File: src/design/vzd_pkg.sv
// Package for the LEB128 varint / zigzag decoder.
// Kind and status codes plus the finish (range check, zigzag) function.
// No dependencies.
package vzd_pkg;

  localparam int unsigned ValW   = 64;
  localparam int unsigned CntW   = 4;
  localparam int unsigned KindW  = 3;
  localparam int unsigned StatW  = 2;
  localparam logic [CntW-1:0] MaxBytes = 4'd10;

  // requested kinds; codes 6 and 7 decode as u64
  localparam logic [KindW-1:0] KIND_U16 = 3'd0;
  localparam logic [KindW-1:0] KIND_U32 = 3'd1;
  localparam logic [KindW-1:0] KIND_U64 = 3'd2;
  localparam logic [KindW-1:0] KIND_I16 = 3'd3;
  localparam logic [KindW-1:0] KIND_I32 = 3'd4;
  localparam logic [KindW-1:0] KIND_I64 = 3'd5;

  localparam logic [StatW-1:0] STATUS_OK      = 2'd0;
  localparam logic [StatW-1:0] STATUS_SHORT   = 2'd1;
  localparam logic [StatW-1:0] STATUS_TOO_BIG = 2'd2;

  typedef struct packed {
    logic [ValW-1:0]  value;
    logic [StatW-1:0] status;
  } finish_t;

  // range check for the kind, zigzag for the signed kinds; value 0 on error
  function automatic finish_t finish_value(logic [ValW-1:0] raw, logic [KindW-1:0] kind);
    finish_t    res;
    logic       fits32;
    logic [31:0] z32;
    logic [16:0] top;
    logic [ValW-1:0] z64;
    fits32 = (raw[63:32] == 32'd0);
    z32    = {1'b0, raw[31:1]} ^ {32{raw[0]}};
    top    = z32[31:15];
    z64    = {1'b0, raw[63:1]} ^ {64{raw[0]}};
    res.value  = '0;
    res.status = STATUS_OK;
    case (kind)
      KIND_U16: begin
        if (raw[63:16] != 48'd0) res.status = STATUS_TOO_BIG;
        else res.value = raw;
      end
      KIND_U32: begin
        if (!fits32) res.status = STATUS_TOO_BIG;
        else res.value = raw;
      end
      KIND_I16, KIND_I32: begin
        if (!fits32) begin
          res.status = STATUS_TOO_BIG;
        end else if (kind == KIND_I16 && top != 17'd0 && top != 17'h1FFFF) begin
          res.status = STATUS_TOO_BIG;
        end else begin
          res.value = {{32{z32[31]}}, z32};
        end
      end
      KIND_I64: res.value = z64;
      default:  res.value = raw;
    endcase
    return res;
  endfunction

endpackage

File: src/design/varint_zigzag_decoder_top.sv
// Top level of the LEB128 varint decoder with zigzag decoding.
// Input register, accumulate/finish logic and result register.
// Depends on vzd_pkg.
//
// Usage:
//  - Input channel (in_valid_i / in_ready_o) carries one varint byte per
//    item with the requested kind (cmd_i, sampled with the first byte) and
//    buffer_end_i, which ends the current value with status "data short".
//  - Output channel (out_valid_o / out_ready_i) carries one result item per
//    finished value: value, status and number of bytes consumed.
//  - Throughput: one item per cycle, sustained while the receiver does not stall,
//    set by the single pass of shift/OR/compare logic between the input register and result register.
//  - Result path: the ending byte is captured in the input register, and its
//    result then loads into the result register, which raises out_valid_o.
//  - Receiver stall: the result register holds; the item in the input
//    register still advances if it causes no result, otherwise it waits and
//    in_ready_o drops once the input register is full.
//  - Reset (rst_ni low, async): both registers empty, accumulator, byte
//    count and latched kind cleared.
module varint_zigzag_decoder_top (
  input  logic        clk_i,
  input  logic        rst_ni,
  input  logic        in_valid_i,
  output logic        in_ready_o,
  input  logic [7:0]  data_byte_i,
  input  logic [2:0]  cmd_i,
  input  logic        buffer_end_i,
  output logic        out_valid_o,
  input  logic        out_ready_i,
  output logic [63:0] value_o,
  output logic [1:0]  status_o,
  output logic [3:0]  byte_count_o
);

  // input register
  logic        s1_valid_q, s1_valid_d;
  logic [7:0]  s1_byte_q;
  logic [2:0]  s1_cmd_q;
  logic        s1_end_q;

  // decoder state
  logic [63:0] acc_q, acc_d;
  logic [3:0]  cnt_q, cnt_d;
  logic [2:0]  kind_q, kind_d;

  // result register
  logic        out_valid_q, out_valid_d;
  logic [63:0] value_q;
  logic [1:0]  status_q;
  logic [3:0]  count_q;

  logic        can_push, produces, advance, accept;
  logic [2:0]  kind_cur;
  logic [5:0]  shift_full;
  logic [63:0] acc_new;
  logic [3:0]  cnt_new;
  logic        done;
  vzd_pkg::finish_t fin;
  logic [63:0] res_value;
  logic [1:0]  res_status;
  logic [3:0]  res_count;

  // accumulate the byte at 7 * bytes taken; count stays below ten here
  always_comb begin
    kind_cur   = (cnt_q == 4'd0) ? s1_cmd_q : kind_q;
    shift_full = {2'b00, cnt_q} * 6'd7;
    acc_new    = acc_q | ({57'd0, s1_byte_q[6:0]} << shift_full);
    cnt_new    = cnt_q + 4'd1;
    done       = !s1_byte_q[7] || (cnt_new == vzd_pkg::MaxBytes);
    fin        = vzd_pkg::finish_value(acc_new, kind_cur);
  end

  // result selection: end-of-data beats byte completion
  always_comb begin
    if (s1_end_q) begin
      res_value  = '0;
      res_status = vzd_pkg::STATUS_SHORT;
      res_count  = cnt_q;
    end else begin
      res_value  = fin.value;
      res_status = fin.status;
      res_count  = cnt_new;
    end
  end

  // handshake: item in the input register moves on unless its result is
  // blocked by a full, stalled result register
  always_comb begin
    can_push    = !out_valid_q || out_ready_i;
    produces    = s1_end_q || done;
    advance     = s1_valid_q && (!produces || can_push);
    in_ready_o  = !s1_valid_q || advance;
    accept      = in_valid_i && in_ready_o;
    s1_valid_d  = accept || (s1_valid_q && !advance);
    out_valid_d = (advance && produces) || (out_valid_q && !out_ready_i);
  end

  // next decoder state; clears after every result
  always_comb begin
    acc_d  = acc_q;
    cnt_d  = cnt_q;
    kind_d = kind_q;
    if (advance) begin
      if (produces) begin
        acc_d  = '0;
        cnt_d  = '0;
        kind_d = '0;
      end else begin
        acc_d  = acc_new;
        cnt_d  = cnt_new;
        kind_d = kind_cur;
      end
    end
  end

  always_ff @(posedge clk_i or negedge rst_ni) begin
    if (!rst_ni) begin
      s1_valid_q  <= 1'b0;
      out_valid_q <= 1'b0;
      acc_q       <= '0;
      cnt_q       <= '0;
      kind_q      <= '0;
    end else begin
      s1_valid_q  <= s1_valid_d;
      out_valid_q <= out_valid_d;
      acc_q       <= acc_d;
      cnt_q       <= cnt_d;
      kind_q      <= kind_d;
    end
  end

  // payload registers, no reset
  always_ff @(posedge clk_i) begin
    if (accept) begin
      s1_byte_q <= data_byte_i;
      s1_cmd_q  <= cmd_i;
      s1_end_q  <= buffer_end_i;
    end
    if (advance && produces) begin
      value_q  <= res_value;
      status_q <= res_status;
      count_q  <= res_count;
    end
  end

  assign out_valid_o  = out_valid_q;
  assign value_o      = value_q;
  assign status_o     = status_q;
  assign byte_count_o = count_q;

endmodule

File: config.mk
export PLATFORM = sky130hd
export DESIGN_NAME = varint_zigzag_decoder_top
export DESIGN_NICKNAME = d
export VERILOG_FILES = /design/src/design/vzd_pkg.sv /design/src/design/varint_zigzag_decoder_top.sv
export SDC_FILE = /design/constraint.sdc
export NUM_CORES = 1
export LEC_CHECK = 0
export ABC_AREA = 0
export BUFFER_PORTS_ARGS = -buffer_cell sky130_fd_sc_hd__buf_2
export CORE_MARGIN = 5
export CORE_UTILIZATION = 60
export CTS_BUF_LIST = sky130_fd_sc_hd__clkbuf_2 sky130_fd_sc_hd__clkbuf_4 sky130_fd_sc_hd__clkbuf_8
export DETAILED_ROUTE_END_ITERATION = 6
export GPL_ROUTABILITY_DRIVEN = 1
export HOLD_SLACK_MARGIN = 0.15
export PLACE_DENSITY_LB_ADDON = 0.15
export SLEW_MARGIN = 40
export SYNTH_ARGS = -nofsm -noshare
export SYNTH_HDL_FRONTEND = slang
export SYNTH_SLANG_ARGS = --single-unit
File: constraint.sdc
create_clock -name clk_i -period 6.1 [get_ports clk_i]
set_input_delay 1.22 -clock clk_i [delete_from_list [all_inputs] [get_ports clk_i]]
set_output_delay 1.22 -clock clk_i [all_outputs]
set_load 0.02 [all_outputs]
==> results_dict.tcl, run 1 <==
set metrics [dict create \
    status "complete, no violations" \
    drt_iter0_drc 785 \
    p_sw_share_pct 38.6 \
    worstPathRequired_ns 6.37 \
    via_per_inst 6.45 \
    fin_nets 928 \
    grt_usage_pct 29.9 \
    syn_inst 824 \
    finalSetupViolCount 0 \
    max_stage_delay_ns 0.64 \
    min_path_cells 2 \
    rsz0062_at_grt "no" \
    r2r_cells 18 \
    ys_types 65 \
    end_kind "register" \
    grt_max_degree 74 \
    ctsResizeCount 0 \
    core-area_um2 13900 \
    worstPathMaxFanout 14 \
    crit_family "compound AO/OA/AOI/OAI gates" \
    route.detailed.drc 0 \
    cts.htree.levels 4 \
    row_count 43 \
    cts_made_buffers 17 \
    setup_tns_ns 0 \
    cts.sinks 155 \
    path_cells "inv_1 -> fa_1 -> inv_1 -> ha_1 -> inv_1 -> fa_1 -> buf_4 -> and2_1 -> a32o_1 -> a211o_1 -> or3_1 -> a221oi_1 -> o2111ai_1 -> nor4_4 -> a31oi_4 -> buf_16 -> buf_8 -> a221oi_2" \
    syn_nets 853 \
    max_freq_ghz 0.174 \
    ys_seq_elements 155 \
    avgSynthCellArea_um2 10.3 \
    first_global_vias 6947 \
    power.leakage_nw 3.75 \
    wl_per_cell_um 22.3 \
    slew_viol_final 0 \
    clk_latency_ns 0.46 \
    ys_seq_area_share_pct 50.4 \
    cap_violations 0 \
    worst_hold_path.endpoint "acc_q[49]$_DFFE_PN0P_" \
    synthArstFlopShare_pct 47.1 \
    dr.pass1.iters 5 \
    n_antenna_cell 0 \
    fin_cells 1092 \
    ctsHoldBuffers 0 \
    worst_pin_slew_ns 0.816 \
    place_congestion 0.903 \
    port-buffer-count 87 \
    finClkSkew_ns 0.0159 \
    path_depth 18 \
    p_int_mw 2.06 \
    hold_viol_final 0 \
    gr-total-overflow 0 \
    boundaryPins 88 \
    timing.rr.end "value_o[48]$_SDFFCE_PP0P_" \
    peakVddDrop_v 0.000244 \
    clk_pin_slew_ns 0.09 \
    worstSetupStartpointType "register" \
    maxSlewHeadroom_pct 45.6 \
    startpoint "cnt_q[1]$_DFFE_PN0P_" \
    dp_hpwl_um 16600 \
    finalWorstPathRequiredPeriod_ns 5.76 \
    die_x_um 129 \
    max-clock-path-buffers 2 \
    dp.cells 1060 \
    pwr-share-comb_pct 37.8 \
    finalCritPeriodShare_pct 94.4 \
    syn-cell-area_um2 8520 \
    p_sw_mw 1.29 \
    seqPwrFrac_pct 37.8 \
    cp.buffers_inverters 6 \
    reg2reg_slack_ns 0.34 \
    start_util_pct 61.3 \
    drive_gt1_share_pct 23.0 \
    ys.flop_type "edfxtp_1" \
    clockRootBuffer "clkbuf_8" \
    regToRegStartpoint "cnt_q[1]$_DFFE_PN0P_" \
    die_y_um 129 \
    worstPathArrival_ns 6.03 \
    vias 7048 \
    power.density_nw_per_um2 346 \
    antenna_left 0 \
    worstSetupPathType "reg2reg" \
    area_growth_pct 13.9 \
    grt_pass1_wl_um 38200 \
    critical-path-slowest-cell "fa_1" \
    clkPwrFrac_pct 24.4 \
    fp.dieArea_um2 16700 \
    cts_setup_buffers 0 \
    yosys_warnings 0 \
    holdCritPathClass "reg2reg" \
    synth-edff-count 82 \
    cts_tree "yes" \
    detail_route.wirelength_um 24300 \
    antenna_found_initial 1 \
    crit_top_cell "inv_1" \
    holdCritStartpoint "acc_q[49]$_DFFE_PN0P_" \
]
## final cells by class
cell class / count / area [um^2]
well taps: 180 / 225
inverters: 16 / 60.1
flip-flops and latches: 155 / 4290
repair buffers: 117 / 704
multi-input cells: 592 / 4010
fillers: 1064 / 4180
clock buffers: 19 / 255
clock inverters: 13 / 154
## power groups by stage
stage | clock (mW) | sequential [mW] | combinational [mW]
after floorplan | 0 | 1.38 | 0.766
after global placement | 0 | 1.29 | 1.19
after detailed placement | 0 | 1.29 | 1.24
after CTS | 0.826 | 1.27 | 1.25
after global routing | 0.871 | 1.28 | 1.35
final | 0.819 | 1.27 | 1.27
## state kept, by name, indices dropped and copies added, names as in the netlist
register,count
s1_end_q,1
s1_byte_q,8
value_o,64
s1_valid_q,1
kind_q,3
s1_cmd_q,3
out_valid_o,1
byte_count_o,4
cnt_q,4
acc_q,64
status_o,2
## per-stage QoR
step,utilization (%),power [mW],hold slack [ns],setup WS (ns),area [um^2]
final,69.9,3.35,0.506,0.343,9700
after global routing,69.9,3.50,0.543,0.0126,9700
after CTS,69.7,3.35,0.508,0.444,9680
after detailed placement,66.8,2.53,0.486,0.535,9270
after global placement,66.2,2.48,0.463,0.666,9190
after floorplan,-,2.15,0.450,1.20,8520
## cells in the mapped netlist, types with 3 or more instances
cell / n / area (um^2)
o31ai_1: 4 / 30.0
a31oi_1: 9 / 56.3
ha_1: 9 / 113
nand4_1: 7 / 43.8
o211ai_1: 3 / 22.5
nor3_1: 6 / 30.0
fa_1: 4 / 80.1
nand3_1: 6 / 30.0
edfxtp_1: 82 / 2460
xor2_1: 32 / 280
nand2_1: 60 / 225
nor3b_1: 3 / 22.5
and2_1: 7 / 43.8
o31a_1: 3 / 26.3
a21oi_1: 131 / 656
dfrtp_1: 73 / 1830
nor2_1: 91 / 342
a211oi_1: 3 / 22.5
nor4_1: 9 / 56.3
inv_1: 15 / 56.3
clkbuf_1: 43 / 161
a221oi_2: 28 / 420
mux2_2: 9 / 101
buf_1: 7 / 26.3
o22ai_1: 34 / 213
buf_2: 7 / 35.0
mux2i_1: 11 / 110
a21o_1: 5 / 37.5
a22oi_1: 5 / 37.5
o21ai_0: 11 / 55.1
and3_1: 4 / 25.0
a221oi_1: 6 / 52.6
a32oi_1: 3 / 26.3
nor2b_1: 8 / 50.1
xnor2_1: 37 / 324
nand2b_1: 7 / 43.8
a211o_1: 3 / 26.3
or3_1: 4 / 25.0
## kinds of logic (layout without fill, tap and decap cells)
group           Yosys count  in the layout  synth area share, %
compound gates          266            266                 21.7
xor+xnor                 69             69                 7.10
fa+ha+maj                13             13                 2.26
buf+inv                  77            165                 3.76
flops                   155            155                 50.4
mux                      21             21                 2.66
simple gates            223            223                 12.2
## tightest hold or removal path: cells and delay by family (launching register included)
family	cells	cell delay (ns)
AO/OA/AOI/OAI	1	0.04
flip-flops	1	0.35
AND/OR/NAND/NOR	1	0.07
## metal layers
layer | up-vias | track usage, % | share of wire, %
met3 | 54 | 5.65 | 7.2
met4 | 2 | 10.4 | 2.4
met2 | 319 | 48.1 | 48
met5 | - | 0 | 0.053
met1 | 3493 | 41.0 | 43
li1 | 3180 | - | -
## worst max-delay path by stage
stage                     slack [ns]                   endpoint
after floorplan                 1.20  value_o[48]$_SDFFCE_PP0P_
after global placement          0.67  value_o[37]$_SDFFCE_PP0P_
after detailed placement        0.53  value_o[56]$_SDFFCE_PP0P_
after CTS                       0.44  value_o[48]$_SDFFCE_PP0P_
after global routing            0.01  value_o[58]$_SDFFCE_PP0P_
final                           0.34  value_o[48]$_SDFFCE_PP0P_
## placed cells by master, fill, tap and decap left out, drive strengths merged, types with 8 or more instances in the layout
cell | netlist | final
o21ai | 13 | 13
nor2b | 8 | 8
nor4 | 10 | 10
mux2i | 11 | 11
buf | 18 | 117
o22ai | 34 | 34
a31oi | 9 | 9
xor2 | 32 | 32
inv | 15 | 22
edfxtp | 82 | 82
dfrtp | 73 | 73
clkbuf | 43 | 19
nand2 | 60 | 60
nor2 | 91 | 91
mux2 | 10 | 10
a21oi | 131 | 131
a221oi | 34 | 34
ha | 9 | 9
xnor2 | 37 | 37
(Power assumes the default switching activity.)
==> run 2, diff against run 1 <==
clock period = 6.32 ns   (was 6.1 ns; I/O delays follow)
==> results_dict.tcl, run 2 (synthesis results as in run 1) <==
set metrics [dict create \
    status "complete, no violations" \
    dp_hpwl_um 15800 \
    pre_cts_ws_ns 0.875 \
    critical-path-slowest-cell "fa_1" \
    grt_pass1_wl_um 36400 \
    whs_ns 0.501 \
    hold_viol_final 0 \
    maxSlewHeadroom_pct 44.6 \
    layout_commonest_cell "a21oi_1" \
    antenna_left 0 \
    max-clock-path-buffers 2 \
    start_util_pct 61.3 \
    end_kind "register" \
    fin_nets 925 \
    worstPathRequired_ns 6.61 \
    slew_viol_final 0 \
    gr-total-overflow 0 \
    wl_per_cell_um 21.2 \
    fp.dieArea_um2 16700 \
    ctsResizeCount 0 \
    cts_setup_buffers 0 \
    grt_max_degree 74 \
    rsz0062_at_grt "no" \
    finalSetupViolCount 0 \
    vias 7010 \
    drive_gt1_share_pct 22.8 \
    finalWorstPathRequiredPeriod_ns 5.54 \
    cts_made_buffers 17 \
    cts.sinks 155 \
    area_growth_pct 13.0 \
    boundaryPins 88 \
    clockRootBuffer "clkbuf_8" \
    die_y_um 129 \
    row_count 43 \
    port-buffer-count 87 \
    clk_latency_ns 0.47 \
    crit_family "compound AO/OA/AOI/OAI gates" \
    die_x_um 129 \
    grt_usage_pct 28.1 \
    power.density_nw_per_um2 324 \
    via_per_inst 6.44 \
    place_congestion 0.921 \
    worstSetupStartpointType "register" \
    crit_top_cell "inv_1" \
    n_antenna_cell 0 \
    detail_route.wirelength_um 23100 \
    worstPathArrival_ns 5.82 \
    core-area_um2 13900 \
    finClkSkew_ns 0.0150 \
    fin_ws_ns 0.783 \
    setup_tns_ns 0 \
    dr.pass1.iters 6 \
    cp.buffers_inverters 4 \
    most-common-layout-cells "a21oi_1 (130), nor2_1 (88), buf_2 (87)" \
    cts.htree.levels 4 \
    worstSetupPathType "reg2reg" \
    cts_tree "yes" \
    cap_violations 0 \
    first_global_vias 6601 \
    path_cells "inv_1 -> fa_1 -> inv_1 -> ha_1 -> inv_1 -> fa_1 -> and2_1 -> a32o_1 -> a211o_1 -> or3_1 -> a221oi_1 -> o2111ai_1 -> nor4_4 -> and2_1 -> o21ai_2 -> buf_4 -> o22ai_1" \
    power.leakage_nw 3.71 \
    worst_pin_slew_ns 0.808 \
    max_freq_ghz 0.181 \
    holdCritPathClass "reg2reg" \
    worstPathMaxFanout 32 \
    max_stage_delay_ns 0.63 \
    clk_pin_slew_ns 0.09 \
    peakVddDrop_v 0.000231 \
    ctsHoldBuffers 0 \
    route.detailed.drc 0 \
    drt_iter0_drc 926 \
    finalCritPeriodShare_pct 87.6 \
    antenna_found_initial 0 \
]
==> run 2: power breakdown <==
| group | switching [mW] | internal, mW |
|---|---|---|
| registers | 0.0336 | 1.19 |
| clock network | 0.387 | 0.328 |
| logic | 0.779 | 0.403 |
| total | 1.20 | 1.92 |
==> run 2: metal layers <==
| metal | GRT usage, % | wire [um] |
|---|---|---|
| met1 | 40.9 | 10000 |
| met2 | 43.0 | 10600 |
| met3 | 5.61 | 2030 |
| met4 | 8.52 | 457 |
| met5 | 0 | 0 |
==> run 2: worst paths after layout <==
check | from | to | depth (start not counted) | slack (ns)
setup / recovery | cnt_q[2]$_DFFE_PN0P_ | value_o[17]$_SDFFCE_PP0P_ | 17 | 0.78
hold / removal | kind_q[1]$_DFFE_PN0P_ | kind_q[1]$_DFFE_PN0P_ | 2 | 0.50
setup reg to reg | cnt_q[2]$_DFFE_PN0P_ | value_o[17]$_SDFFCE_PP0P_ | 17 | 0.78
hold reg to reg | kind_q[1]$_DFFE_PN0P_ | kind_q[1]$_DFFE_PN0P_ | 2 | 0.50
max in group asynchronous | rst_ni | cnt_q[1]$_DFFE_PN0P_ | 2 | 4.89
min in group asynchronous | rst_ni | acc_q[6]$_DFFE_PN0P_ | 2 | 0.87
==> run 2: worst register-to-register path: cells and delay by family (launching register included) <==
family                   cells  cell delay, ns
adder cells (fa/ha/maj)      3            1.30
flip-flops                   1            0.45
AO/OA/AOI/OAI                6            1.60
buffers and inverters        4            0.65
AND/OR/NAND/NOR              4            1.38
==> run 2: metrics by stage <==
step                      power [mW]  utilization (%)  area, um^2  instances
after floorplan                 2.08                -        8520        824
after global placement          2.37             65.9        9150       1054
after detailed placement        2.41             66.6        9240       1057
after CTS                       3.12             69.2        9610       1089
after global routing            3.27             69.3        9630       1089
final                           3.12             69.3        9630       1089
==> run 2: layout make-up <==
class / instances / area [um^2]
flip-flops and latches: 155 / 4290
fillers: 1042 / 4260
multi-input cells: 592 / 4000
repair buffers: 114 / 682
clock buffers: 20 / 256
well taps: 180 / 225
clock inverters: 12 / 114
inverters: 16 / 60.1
==> run 3, diff against run 2 <==
GPL_TIMING_DRIVEN = 0   (was unset)
==> results_dict.tcl, run 3 (synthesis results as in run 1) <==
set metrics [dict create \
    status "complete, no violations" \
    pre_cts_ws_ns -0.214 \
    die_y_um 129 \
    holdCritPathClass "reg2reg" \
    utilization_pct 70.4 \
    port-buffer-count 87 \
    vias 7385 \
    dp.cells 1094 \
    finalSetupViolCount 0 \
    worstPathMaxFanout 10 \
    maxSlewHeadroom_pct 41.9 \
    worst_pin_slew_ns 0.864 \
    worstPathArrival_ns 6.33 \
    fin_cells 1133 \
    setup_tns_ns 0 \
    hold_viol_final 0 \
    drt_iter0_drc 948 \
    die_x_um 129 \
    clockRootBuffer "clkbuf_8" \
    max_freq_ghz 0.165 \
    drive_gt1_share_pct 21.4 \
    worst_hold_path.endpoint "acc_q[1]$_DFFE_PN0P_" \
    power.density_nw_per_um2 331 \
    cap_violations 0 \
    fin_nets 969 \
    start_util_pct 61.3 \
    gr-total-overflow 0 \
    dp_hpwl_um 18200 \
    slew_viol_final 0 \
    startpoint "cnt_q[0]$_DFFE_PN0P_" \
    row_count 43 \
    worstSetupPathType "reg2reg" \
    clk_latency_ns 0.48 \
    layout_commonest_cell "a21oi_1" \
    max-clock-path-buffers 2 \
    regToRegStartpoint "cnt_q[0]$_DFFE_PN0P_" \
    cts.htree.levels 4 \
    grt_usage_pct 30.9 \
    peakVddDrop_v 0.000219 \
    reg2reg_slack_ns 0.27 \
    timing.rr.end "value_o[50]$_SDFFCE_PP0P_" \
    clk_pin_slew_ns 0.09 \
    min_path_cells 2 \
    r2r_cells 18 \
    dr.pass1.iters 5 \
    core-area_um2 13900 \
    cts_made_buffers 17 \
    finClkSkew_ns 0.0180 \
    place_area_um2 9280 \
    detail_route.wirelength_um 25200 \
    area_growth_pct 14.8 \
    finalWorstPathRequiredPeriod_ns 6.05 \
    power.leakage_nw 3.75 \
    cts.sinks 155 \
    worstPathRequired_ns 6.60 \
    end_kind "register" \
    antenna_left 0 \
    first_global_vias 7128 \
    grt_pass1_wl_um 39400 \
    place_congestion 0.968 \
    cts_tree "yes" \
    postLayoutCellArea_um2 9770 \
    boundaryPins 88 \
    via_per_inst 6.52 \
    wl_per_cell_um 22.2 \
    fin_ws_ns 0.271 \
    fp.dieArea_um2 16700 \
    whs_ns 0.509 \
    finalCritPeriodShare_pct 95.7 \
    n_antenna_cell 0 \
    antenna_found_initial 0 \
    grt_max_degree 64 \
    worstSetupStartpointType "register" \
    route.detailed.drc 0 \
    power.total_mw 3.24 \
    holdCritStartpoint "acc_q[1]$_DFFE_PN0P_" \
    most-common-layout-cells "a21oi_1 (129), buf_2 (94), nor2_1 (90)" \
]
-- run 3: cell types whose count changed in the layout (fill, tap and decap cells not counted), moves of 3 or more --
cell | before | now
clkbuf_1 | 0 | 41
buf_1 | 0 | 7
buf_2 | 87 | 94
clkbuf_2 | 0 | 3
inv_8 | 0 | 3
buf_4 | 23 | 7
-- run 3: final cells by class --
cell class / instances / area [um^2]
timing repair buffer: 97 / 542
multi-input combinational: 592 / 3990
clock inverter: 14 / 155
sequential: 155 / 4290
tap: 180 / 225
inverter: 16 / 63.8
buffer: 61 / 265
fill: 1013 / 4110
clock buffer: 18 / 241
-- run 3: critical path: stages, from the launching register on --
cell,delay [ns]
dfrtp_1,0.39
buf_2,0.25
clkinvlp_4,0.28
fa_1,0.53
inv_1,0.07
ha_1,0.21
inv_1,0.08
fa_1,0.54
clkbuf_1,0.31
clkbuf_2,0.35
nor4b_1,0.10
a221o_1,0.46
or3_1,0.46
o31a_1,0.25
or4_1,0.56
nand2_1,0.19
a31oi_1,0.21
buf_2,0.28
a221oi_2,0.30
-- run 3: report_power, final --
group          switching, mW  total [mW]  internal, mW
sequential            0.0333        1.22          1.19
clock                  0.429       0.762         0.333
combinational          0.838        1.25         0.411
total                   1.30        3.24          1.94
-- run 3: worst max path at each step --
| stage | cells past startpoint | to | slack [ns] |
|---|---|---|---|
| 5_1_grt | 18 | value_o[3]$_SDFFCE_PP0P_ | -0.00004 |
| 3_5_place_dp | 19 | value_o[26]$_SDFFCE_PP0P_ | -0.21 |
| 4_1_cts | 18 | value_o[3]$_SDFFCE_PP0P_ | 0.17 |
| 2_1_floorplan | 18 | value_o[48]$_SDFFCE_PP0P_ | 1.42 |
| 3_3_place_gp | 19 | value_o[22]$_SDFFCE_PP0P_ | -0.24 |
| 6_report | 18 | value_o[50]$_SDFFCE_PP0P_ | 0.27 |
-- run 3: per-layer routing --
metal	track usage (%)	part of all wire (%)	up-vias
met4	14.4	3.7	0
met3	5.65	8.3	69
met5	0	0	-
met1	41.8	42	3622
li1	-	-	3274
met2	48.6	46	420
-- run 3: what timing repair did --
item | 4_1_cts | 5_1_grt
hold buffers | 0 | 0
pin swaps | 0 | 2
setup endpoints to repair | 32 | 61
gates resized for setup | 3 | 4
setup buffers | 0 | 5
